File: src/rfb_pkg.sv
// Package for the ring FIFO / four-slot buffer.
// Holds the shared constants, status codes and the memory command struct.
// No dependencies.
package rfb_pkg;

  // Default store depth and the fixed word width of the data fields.
  localparam int DEPTH_DEF = 128;
  localparam int DATA_W    = 32;

  // Buffer modes.
  localparam logic MODE_RING = 1'b0;
  localparam logic MODE_FOUR = 1'b1;

  // Access kinds carried by a word.
  localparam logic FUNC_WRITE = 1'b0;
  localparam logic FUNC_READ  = 1'b1;

  // Configuration register indexes.
  localparam int CFG_IDX_W = 2;
  localparam logic [CFG_IDX_W-1:0] CFG_MODE      = 2'd0;
  localparam logic [CFG_IDX_W-1:0] CFG_RING_SIZE = 2'd1;

  // Result status codes.
  typedef enum logic [1:0] {
    ST_DONE  = 2'd0,
    ST_FULL  = 2'd1,
    ST_EMPTY = 2'd2
  } status_t;

  // Command to the store: write and read enables.
  typedef struct packed {
    logic wr_en;
    logic rd_en;
  } mem_cmd_t;

endpackage

File: src/rfb_store.sv
// Single-port synchronous store of the buffer, with a clearing pass after reset.
// Depends on rfb_pkg for the word width and the command struct.
// Read data is registered: it appears in the cycle after the read command and holds until the next one.
module rfb_store #(
  parameter int DEPTH = rfb_pkg::DEPTH_DEF,
  parameter int AW    = $clog2(DEPTH)
) (
  input  logic                      clk,
  input  logic                      rst_n,
  input  rfb_pkg::mem_cmd_t         cmd,
  input  logic [AW-1:0]             addr,
  input  logic [rfb_pkg::DATA_W-1:0] wr_data,
  output logic [rfb_pkg::DATA_W-1:0] rd_data,
  output logic                      busy
);

  typedef enum logic [1:0] {
    CLR_BUSY = 2'b01,
    CLR_DONE = 2'b10
  } clr_state_t;

  logic [rfb_pkg::DATA_W-1:0] mem [DEPTH];
  logic [rfb_pkg::DATA_W-1:0] rd_data_r;
  clr_state_t                 clr_state_r, clr_state_nxt;
  logic [AW-1:0]              clr_cnt_r, clr_cnt_nxt;

  // Clearing sequencer: one entry a cycle from address zero upwards.
  always_comb begin
    clr_state_nxt = clr_state_r;
    clr_cnt_nxt   = clr_cnt_r;
    case (clr_state_r)
      CLR_BUSY: begin
        if (clr_cnt_r == AW'(DEPTH - 1)) begin
          clr_state_nxt = CLR_DONE;
        end else begin
          clr_cnt_nxt = clr_cnt_r + AW'(1);
        end
      end
      CLR_DONE: begin
        clr_cnt_nxt = clr_cnt_r;
      end
      default: begin
        clr_state_nxt = CLR_BUSY;
        clr_cnt_nxt   = '0;
      end
    endcase
  end

  always_ff @(posedge clk) begin
    if (!rst_n) begin
      clr_state_r <= CLR_BUSY;
      clr_cnt_r   <= '0;
    end else begin
      clr_state_r <= clr_state_nxt;
      clr_cnt_r   <= clr_cnt_nxt;
    end
  end

  // The memory itself: the clearing pass takes the write port while it runs.
  always_ff @(posedge clk) begin
    if (clr_state_r == CLR_BUSY) begin
      mem[clr_cnt_r] <= '0;
    end else if (cmd.wr_en) begin
      mem[addr] <= wr_data;
    end
    if (cmd.rd_en) begin
      rd_data_r <= mem[addr];
    end
  end

  assign rd_data = rd_data_r;
  assign busy    = (clr_state_r != CLR_DONE);

endmodule

File: src/ring_fifo_or_four_slot_buffer_core.sv
// Top level of the dual-mode buffer: ring FIFO or four-slot mechanism.
// Depends on rfb_pkg and rfb_store.
//
//   channel  direction  handshake            payload
//   in_      input      in_valid / in_stall   in_func, in_write_data
//   out_     output     out_valid / out_stall out_read_data, out_status
//   cfg_     input      cfg_valid / cfg_ready cfg_index, cfg_data
//
// One word is taken per cycle while in_stall is low; its result is shown in the cycle after it is taken.
// The single store port does at most one read or one write per word, and read data is
// registered in the store and goes straight into the result slot.
// After reset the store is cleared, during which in_stall is high.
// A new word is taken while the result slot is empty or its word is being taken.
// Configuration writes are always accepted.
module ring_fifo_or_four_slot_buffer_core #(
  parameter int DEPTH = rfb_pkg::DEPTH_DEF
) (
  input  logic                          clk,
  input  logic                          rst_n,
  input  logic                          in_valid,
  output logic                          in_stall,
  input  logic                          in_func,
  input  logic [rfb_pkg::DATA_W-1:0]    in_write_data,
  output logic                          out_valid,
  input  logic                          out_stall,
  output logic [rfb_pkg::DATA_W-1:0]    out_read_data,
  output logic [1:0]                    out_status,
  input  logic                          cfg_valid,
  output logic                          cfg_ready,
  input  logic [rfb_pkg::CFG_IDX_W-1:0] cfg_index,
  input  logic [7:0]                    cfg_data
);

  localparam int PW = $clog2(DEPTH);
  localparam int LW = (PW + 1 > 8) ? PW + 1 : 8;

  // Configuration registers.
  logic            mode_r;
  logic [7:0]      ring_size_r;

  // Ring pointers and four-slot control bits.
  logic [PW-1:0]   wp_r, wp_nxt, rp_r, rp_nxt;
  logic            latest_pair_r, latest_pair_nxt;
  logic            reading_pair_r, reading_pair_nxt;
  logic [1:0]      slot_idx_r, slot_idx_nxt;

  // Result slot.
  logic            out_valid_r, out_valid_nxt;
  rfb_pkg::status_t out_status_r, out_status_nxt;
  logic            from_mem_r, from_mem_nxt;

  // Store interface.
  rfb_pkg::mem_cmd_t           mem_cmd;
  logic [PW-1:0]               mem_addr;
  logic [rfb_pkg::DATA_W-1:0]  mem_rd_data;
  logic                        mem_busy;

  logic            accept;
  logic [LW-1:0]   size_ext, limit;
  logic [PW-1:0]   wp_adv, rp_adv;
  logic            w_pair, w_slot, r_pair, r_slot;

  // Words are held off during the clearing pass and while a result waits.
  assign in_stall  = mem_busy | (out_valid_r & out_stall);
  assign accept    = in_valid & ~in_stall;
  assign cfg_ready = 1'b1;

  // Ring size in use, clamped to the range two to DEPTH.
  assign size_ext = LW'(ring_size_r);
  always_comb begin
    if (size_ext < LW'(2)) begin
      limit = LW'(2);
    end else if (size_ext > LW'(DEPTH)) begin
      limit = LW'(DEPTH);
    end else begin
      limit = size_ext;
    end
  end

  // Pointer advance with wrap at the ring size.
  assign wp_adv = (LW'(wp_r) + LW'(1) >= limit) ? '0 : wp_r + PW'(1);
  assign rp_adv = (LW'(rp_r) + LW'(1) >= limit) ? '0 : rp_r + PW'(1);

  // Four-slot selection: writer takes the other pair and the other slot in it.
  assign w_pair = ~reading_pair_r;
  assign w_slot = ~slot_idx_r[w_pair];
  assign r_pair = latest_pair_r;
  assign r_slot = slot_idx_r[r_pair];

  // Access decode and state update for one accepted word.
  always_comb begin
    wp_nxt           = wp_r;
    rp_nxt           = rp_r;
    latest_pair_nxt  = latest_pair_r;
    reading_pair_nxt = reading_pair_r;
    slot_idx_nxt     = slot_idx_r;
    mem_cmd          = '0;
    mem_addr         = '0;
    out_status_nxt   = out_status_r;
    from_mem_nxt     = from_mem_r;
    out_valid_nxt    = out_valid_r & out_stall;
    if (accept) begin
      out_valid_nxt  = 1'b1;
      out_status_nxt = rfb_pkg::ST_DONE;
      from_mem_nxt   = 1'b0;
      if (mode_r == rfb_pkg::MODE_FOUR) begin
        if (in_func == rfb_pkg::FUNC_WRITE) begin
          mem_cmd.wr_en        = 1'b1;
          mem_addr             = PW'({w_pair, w_slot});
          slot_idx_nxt[w_pair] = w_slot;
          latest_pair_nxt      = w_pair;
        end else begin
          mem_cmd.rd_en    = 1'b1;
          mem_addr         = PW'({r_pair, r_slot});
          reading_pair_nxt = r_pair;
          from_mem_nxt     = 1'b1;
        end
      end else begin
        if (in_func == rfb_pkg::FUNC_WRITE) begin
          if (wp_adv == rp_r) begin
            out_status_nxt = rfb_pkg::ST_FULL;
          end else begin
            mem_cmd.wr_en = 1'b1;
            mem_addr      = wp_r;
            wp_nxt        = wp_adv;
          end
        end else begin
          if (rp_r == wp_r) begin
            out_status_nxt = rfb_pkg::ST_EMPTY;
          end else begin
            mem_cmd.rd_en = 1'b1;
            mem_addr      = rp_r;
            rp_nxt        = rp_adv;
            from_mem_nxt  = 1'b1;
          end
        end
      end
    end
  end

  always_ff @(posedge clk) begin
    if (!rst_n) begin
      wp_r           <= '0;
      rp_r           <= '0;
      latest_pair_r  <= 1'b0;
      reading_pair_r <= 1'b0;
      slot_idx_r     <= '0;
      out_valid_r    <= 1'b0;
      out_status_r   <= rfb_pkg::ST_DONE;
      from_mem_r     <= 1'b0;
    end else begin
      wp_r           <= wp_nxt;
      rp_r           <= rp_nxt;
      latest_pair_r  <= latest_pair_nxt;
      reading_pair_r <= reading_pair_nxt;
      slot_idx_r     <= slot_idx_nxt;
      out_valid_r    <= out_valid_nxt;
      out_status_r   <= out_status_nxt;
      from_mem_r     <= from_mem_nxt;
    end
  end

  // Configuration writes; unknown indexes are dropped.
  always_ff @(posedge clk) begin
    if (!rst_n) begin
      mode_r      <= rfb_pkg::MODE_RING;
      ring_size_r <= 8'd128;
    end else if (cfg_valid && cfg_ready) begin
      case (cfg_index)
        rfb_pkg::CFG_MODE:      mode_r      <= cfg_data[0];
        rfb_pkg::CFG_RING_SIZE: ring_size_r <= cfg_data;
        default: begin
        end
      endcase
    end
  end

  rfb_store #(
    .DEPTH (DEPTH),
    .AW    (PW)
  ) u_store (
    .clk     (clk),
    .rst_n   (rst_n),
    .cmd     (mem_cmd),
    .addr    (mem_addr),
    .wr_data (in_write_data),
    .rd_data (mem_rd_data),
    .busy    (mem_busy)
  );

  // Read data comes from the store only for a completed read.
  assign out_valid     = out_valid_r;
  assign out_read_data = from_mem_r ? mem_rd_data : '0;
  assign out_status    = out_status_r;

endmodule

File: config.mk
export PLATFORM = sky130hd
export DESIGN_NAME = ring_fifo_or_four_slot_buffer_core
export DESIGN_NICKNAME = d
export VERILOG_FILES = /design/src/rfb_pkg.sv /design/src/rfb_store.sv /design/src/ring_fifo_or_four_slot_buffer_core.sv
export SDC_FILE = /design/constraint.sdc
export NUM_CORES = 2
export LEC_CHECK = 0
export ABC_AREA = 1
export BUFFER_PORTS_ARGS = -buffer_cell sky130_fd_sc_hd__clkbuf_2
export CAP_MARGIN = 20
export CORE_MARGIN = 4
export CORE_UTILIZATION = 50
export DETAILED_ROUTE_END_ITERATION = 7
export PLACE_DENSITY = 0.68
export SYNTH_ARGS = -nofsm -noshare
export SYNTH_HDL_FRONTEND = slang
export SYNTH_SLANG_ARGS = --single-unit
File: constraint.sdc
create_clock -name clk -period 6.9 [get_ports clk]
set_input_delay 1.38 -clock clk [delete_from_list [all_inputs] [get_ports clk]]
set_output_delay 1.38 -clock clk [all_outputs]
set_load 0.02 [all_outputs]
== After elaboration in Yosys (flattened, before gate mapping) ==
Memories as Yosys holds them, arrays and structs flattened. A register that Yosys moved wholly into a read port is not among the register bits.
Index checks and enable logic that the tools add are counted.

* Flip-flop bits (word level): 40
* RAM bits: 4096
* Input bits: 48
* Output and inout bits: 37
* Logic and storage cells: 100
* Memories kept: 1

* Add/sub/neg operators: 5
* Magnitude comparators: 7
* Equality and inequality tests: 9
* Muxes and demuxes: 44
* Bitwise gates (word level): 11
* Reduce and logical (&&, ||, !) cells: 11

{| class="wikitable"
|+ Memory list
! name !! depth !! bits a word !! read ports !! clocked after Yosys merged registers in !! wr ports !! line !! text
|-
| u_store.mem || 128 || 32 || 1 || 1 || 1 || rfb_store.sv:22 || <nowiki>logic [rfb_pkg::DATA_W-1:0] mem [DEPTH];</nowiki>
|}

{| class="wikitable"
|+ Operator list
! operator !! number
|-
| $mux 32 || 2
|-
| $mux 7 || 9
|-
| $reduce_or 32->1 || 1
|-
| $add 7x1->7 const B || 3
|-
| $mux 1 || 20
|-
| $add 7x1->8 const B || 2
|-
| $ge 8x8->1 || 2
|-
| $mux 8 || 2
|-
| $eq 7x7->1 || 2
|-
| $mux 2 || 7
|-
| $pmux 7 s2 || 1
|-
| $gt 8x8->1 const B || 1
|-
| $lt 8x2->1 const B || 1
|-
| $not 1->1 || 8
|-
| $reduce_and 2->1 || 4
|-
| $reduce_and 4->1 || 2
|-
| $eq 7x7->1 const B || 1
|-
| $reduce_and 3->1 || 2
|-
| $eq 2x1->1 const B || 2
|-
| $lt 1x2->1 const B || 2
|-
| $ne 2x2->1 const B || 2
|-
| $pmux 2 s2 || 1
|-
| $and 1x1->1 || 2
|-
| $bwmux 2 || 1
|-
| other kinds (7) || 7
|}

== Longest topological paths before layout ==
* Word-level depth: 15
* Mapped depth: 33
* Mapped depth without buffers: 30

== Cells and area by module ==
A second synthesis with hierarchy kept.

* Cell total of the unflattened synthesis: 13947
* Area, all modules: 168680.5 sq um

{| class="wikitable"
|+ Modules (own cells, without submodules)
! module !! times used !! cells each !! area each (sq um) !! sequential area each (sq um)
|-
| rfb_store || 1 || 13525 || 166059.3 || 124139.1
|-
| ring_fifo_or_four_slot_buffer_core || 1 || 422 || 2621.3 || 620.6
|}

== Worst setup path before layout ==
Ideal clock, no wire load.

* Path kind: reg-to-reg
* Start: register wp_r[0]
* End: memory u_store.mem[0][10] (netlist bit), data pin
* Setup time: 0.798 ns
* Data arrival time: 5.809 ns
* Data required time: 6.102 ns
* Slack: 0.294 ns
* Stages on the path, launching flop included: 21
* Buffers on the path: 2
* Clock period less this slack: 6.606 ns
* Path through: dfxtp_1 -> ha_1 -> nand3_2 -> nor3_2 -> xor2_1 -> ha_1 -> nand2_1 -> nor2_1 -> a211oi_2 -> buf_2 -> nand3_1 -> nand2_1 -> nand2_1 -> nand2_1 -> nor2_2 -> nand2_4 -> nand3_1 -> nand2_1 -> inv_2 -> clkbuf_1 -> nor2_1

* Word-level cells in the longest chain between the ends: 13
* Elaborated cells on any way between the ends: 14
* Classes of those cells: 2 x add/sub; 1 x order compare; 1 x eq/ne; 9 x mux; 1 x reduce/logical

{| class="wikitable"
|+ RTL lines
! item !! line !! text
|-
| start: declaration || ring_fifo_or_four_slot_buffer_core.sv:42 || <nowiki>logic [PW-1:0] wp_r, wp_nxt, rp_r, rp_nxt;</nowiki>
|-
| start signal: assignment || ring_fifo_or_four_slot_buffer_core.sv:152 || <nowiki>wp_r <= wp_nxt;</nowiki>
|-
| $add 7x1->8 || ring_fifo_or_four_slot_buffer_core.sv:81 || <nowiki>assign wp_adv = (LW'(wp_r) + LW'(1) >= limit) ? '0 : wp_r + PW'(1);</nowiki>
|-
| $ge 8x8->1 || ring_fifo_or_four_slot_buffer_core.sv:81 ||
|-
| $mux 7 (*) || ring_fifo_or_four_slot_buffer_core.sv:81 ||
|-
| $eq 7x7->1 (*) || ring_fifo_or_four_slot_buffer_core.sv:120 || <nowiki>if (wp_adv == rp_r) begin</nowiki>
|-
| $mux 1 (*) || ring_fifo_or_four_slot_buffer_core.sv:120 ||
|-
| $mux 1 (*) || ring_fifo_or_four_slot_buffer_core.sv:119 || <nowiki>if (in_func == rfb_pkg::FUNC_WRITE) begin</nowiki>
|-
| $mux 2 (*) || ring_fifo_or_four_slot_buffer_core.sv:106 || <nowiki>if (mode_r == rfb_pkg::MODE_FOUR) begin</nowiki>
|-
| $mux 2 (*) || ring_fifo_or_four_slot_buffer_core.sv:102 || <nowiki>if (accept) begin</nowiki>
|-
| $mux 1 (*) || rfb_store.sv:63 || <nowiki>end else if (cmd.wr_en) begin</nowiki>
|-
| $mux 1 (*) || rfb_store.sv:61 || <nowiki>if (clr_state_r == CLR_BUSY) begin</nowiki>
|-
| $mux 1 (not written as such) (*) || rfb_store.sv:64 || <nowiki>mem[addr] <= wr_data;</nowiki>
|-
| $reduce_or 32->1 (no source line) (*) || -- ||
|-
| $mux 32 (no source line) (*) || -- ||
|-
| end: declaration || rfb_store.sv:22 ||
|}

Mark *: on every way between the ends. The rest lies on a longest branch, timed or not.

== Worst setup path in the final report ==
* Start: register wp_r[0]
* End: register u_store.rd_data_r, in the netlist u_store.rd_data[3], read port of u_store.mem, data pin

* Word-level cells in the longest chain between the ends: 8
* Elaborated cells on any way between the ends: 15
* Classes of those cells: 2 x add/sub; 1 x order compare; 2 x eq/ne; 10 x mux

{| class="wikitable"
|+ RTL lines
! item !! line !! text
|-
| $add 7x1->8 || ring_fifo_or_four_slot_buffer_core.sv:81 ||
|-
| $ge 8x8->1 || ring_fifo_or_four_slot_buffer_core.sv:81 ||
|-
| $mux 7 || ring_fifo_or_four_slot_buffer_core.sv:81 ||
|-
| $eq 7x7->1 || ring_fifo_or_four_slot_buffer_core.sv:120 ||
|-
| $mux 7 || ring_fifo_or_four_slot_buffer_core.sv:120 ||
|-
| $mux 7 || ring_fifo_or_four_slot_buffer_core.sv:119 ||
|-
| $mux 7 || ring_fifo_or_four_slot_buffer_core.sv:106 ||
|-
| $mux 7 || ring_fifo_or_four_slot_buffer_core.sv:102 ||
|-
| end: declaration || rfb_store.sv:23 || <nowiki>logic [rfb_pkg::DATA_W-1:0] rd_data_r;</nowiki>
|}

Parallel ways exist; a longest one is shown, timed or not.
A chain may end at the register's enable or synchronous reset.

==> flow_metrics.py <==
metrics = {
    "clock_network": {
        "postCtsSetupRepairBufs": 0,
        "cts_max_level": 5,
        "post_cts_resized": 0,
        "clkTransAtPathRegs_ns": 0.07,
        "clock-root-buffer": "clkbuf_16",
        "hold_buffers": 0,
        "clock-sinks": 4168,
        "clock_latency_ns": 0.93,
        "cts_tree": "built",
        "cts_buffers": 408,
        "clk_path_buf_depth": 4,
    },
    "critical_path": {
        "cp_max_fo": 73,
        "cp_slowest_cell": "dfxtp_1",
        "worstSetupPathType": "reg2reg",
        "slowest_delay_ns": 0.47,
        "arrival_ns": 7.37,
        "timing.critical_path.required_ns": 7.69,
        "startpoint_type": "flop",
        "endpoint_kind": "flop",
    },
    "routing": {
        "drtPass1Iterations": 6,
        "detail-route-antenna-nets": 0,
        "viasPerCell": 6.246,
        "routedWlPerCell_um": 27.57,
        "vias": 117100,
        "route.detailed.drc": 0,
        "drt-initial-drc-count": 18360,
        "routed_wl_um": 516800,
    },
    "synthesis": {
        "synth_warnings": 0,
        "ys_seq_area_share_pct": 73.69,
        "yosysUniqueCellTypes": 40,
        "synth_seq_cells": 4168,
        "synthCells": 14020,
        "syn-mean-instance-area_um2": 12.08,
        "syn_area_mm2": 0.1693,
        "synth-edff-count": 4128,
        "syn_nets": 14080,
        "ys.flop_type": "edfxtp_1",
        "async_flop_share_pct": 0,
    },
    "grt": {
        "grt_antenna_before_repair": 14,
        "grt_usage_pct": 28.89,
        "grt_pass1_wl_um": 747800,
        "gr-total-overflow": 0,
        "grt_max_degree": 186,
        "grt_pass1_vias": 109900,
    },
    "power": {
        "p_switching_w": 0.01013,
        "internal_power_w": 0.04081,
        "powerDensity_mw_per_mm2": 267.7,
        "swShare_pct": 19.88,
        "pwr-share-clk_pct": 44.0,
        "seqPwrFrac_pct": 54.2,
        "power_frac_comb_pct": 1.7,
        "p_leak_nw": 63.80,
        "peakVddDrop_v": 0.0002529,
    },
    "status": {
        "outcome": "completed",
    },
    "layout": {
        "final_nets": 13950,
        "drive_gt1_share_pct": 8.884,
        "mostFrequentLayoutCells": "nand3_1, edfxtp_1, nand2_1",
        "seq_area_mm2": 0.1248,
        "area_delta_synth_final_pct": 12.40,
        "finalNonFillerCells": 18750,
        "layout_commonest_cell": "nand3_1",
        "fillers": 26760,
        "multiInputGateArea_mm2": 0.04083,
    },
    "sta": {
        "worstMarginPinSlew_ns": 1.146,
        "setup_viol": 0,
        "fmax_ghz": 0.1519,
        "fin_crit_sh_pct": 95.38,
        "final.setup.tns_ns": 0,
        "final-hold-violation-count": 0,
        "drv_slew": 0,
        "rsz0062_at_grt": "false",
        "max_slew_margin_pct": 23.58,
        "clock_skew_ns": 0.04866,
        "finalCriticalPeriod_ns": 6.581,
    },
    "placed_design": {
        "globalplace.congestion": 0.8940,
        "dp_hpwl_um": 272400,
        "io_buffers": 83,
        "dp_cells": 17990,
    },
    "floorplanning": {
        "ios": 85,
        "die_area_mm2": 0.3480,
        "start_util_pct": 50.26,
        "fp-row-count": 213,
        "die_y_um": 589.9,
        "die_w_um": 589.9,
        "fp.coreArea_mm2": 0.3369,
    },
    "hold_path": {
        "min_path_type": "reg2reg",
    },
    "job": {
        "drv_cap": 0,
    },
}
power groups by stage:
stage | Sequential [W] | Clock [W] | Combinational, W
2_1_floorplan | 0.0282 | 0 | 0.000343
3_3_place_gp | 0.0282 | 0 | 0.000839
3_5_place_dp | 0.0282 | 0 | 0.000849
4_1_cts | 0.0276 | 0.0225 | 0.000850
5_1_grt | 0.0276 | 0.0236 | 0.000900
6_report | 0.0276 | 0.0224 | 0.000877
per-layer routing:
layer | vias up | GRT usage [%] | share of wire, %
met5 | - | 0 | 0.0079
met4 | 6 | 15.00 | 5.9
met3 | 1123 | 5.877 | 12
met2 | 7696 | 43.18 | 44
met1 | 57610 | 40.32 | 38
li1 | 50650 | - | -
final cells by class:
class | count | area share [%]
sequential | 4168 | 65.56
antenna | 15 | 0.01972
clock buffer | 500 | 5.647
timing repair buffer | 494 | 2.714
inverter | 137 | 0.2939
tap | 4515 | 2.969
clock inverter | 239 | 1.343
multi-input combinational | 8678 | 21.46
path summary, 6_finish.rpt:
path,cells after the start,endpoint,start,slack [ns]
setup / recovery,29,u_store.rd_data[3],wp_r[0],0.32
hold / removal,2,u_store.clr_cnt_r[6],u_store.clr_cnt_r[6],0.48
setup reg to reg,29,u_store.rd_data[3],wp_r[0],0.32
hold reg to reg,2,u_store.clr_cnt_r[6],u_store.clr_cnt_r[6],0.48
sequential cells by signal, summed over array words and instances (netlist names):
name and cells:
u_store.rd_data 32, out_valid 1, rp_r 7, latest_pair_r 1, wp_r 7, u_store.clr_state_r 2
out_status 2, reading_pair_r 1, ring_size_r 8, from_mem_r 1, slot_idx_r 2, mode_r 1
u_store.clr_cnt_r 7, u_store.mem 4096
per-stage QoR:
step                      util [%]  power (W)  cell area (µm²)  hold slack [ns]  worst slack, ns
after floorplan                  -    0.02852           169300           0.4394           0.2938
after global placement       52.52    0.02901           176900           0.4574           0.5882
after detailed placement     52.52    0.02903           176900           0.4728           0.6208
after CTS                    56.47    0.05103           190200           0.4813           0.6012
after global routing         56.48    0.05215           190300           0.5100          0.08723
final                        56.49    0.05095           190300           0.4850           0.3188
worst max-delay path: cells and delay by family, from the launching register on:
kind | cells | cell delay (ns)
adders and majority gates | 2 | 0.54
buffers and inverters | 5 | 1.58
DFF | 1 | 0.47
AOI/OAI and AO/OA | 2 | 0.35
xor gates and xnor gates | 1 | 0.27
and+or+nand+nor | 19 | 2.94
synthesized netlist by cell type (26+ instances only):
library cell	n	share of area, %
nand3_1	5084	15
edfxtp_1	4128	73
nand2_1	3238	7.2
buf_2	517	1.5
clkbuf_1	421	0.93
nor2_1	211	0.47
inv_1	127	0.28
buf_1	79	0.18
dfxtp_1	40	0.47
o21ai_0	28	0.083
a21oi_1	26	0.077
cell families (layout without fill, tap and decap cells):
logic type      count (synthesis)  count (layout)  share of synthesized area [%]
compound gates                 78              78                         0.2698
simple gates                 8565            8565                          22.81
fa+ha+maj                      17              17                         0.1256
other cells                     1              16                       0.002215
flops                        4168            4168                          73.69
xor+xnor                       17              17                        0.08794
buf+inv                      1169            1370                          3.010
Power figures use the tool's default switching activity.
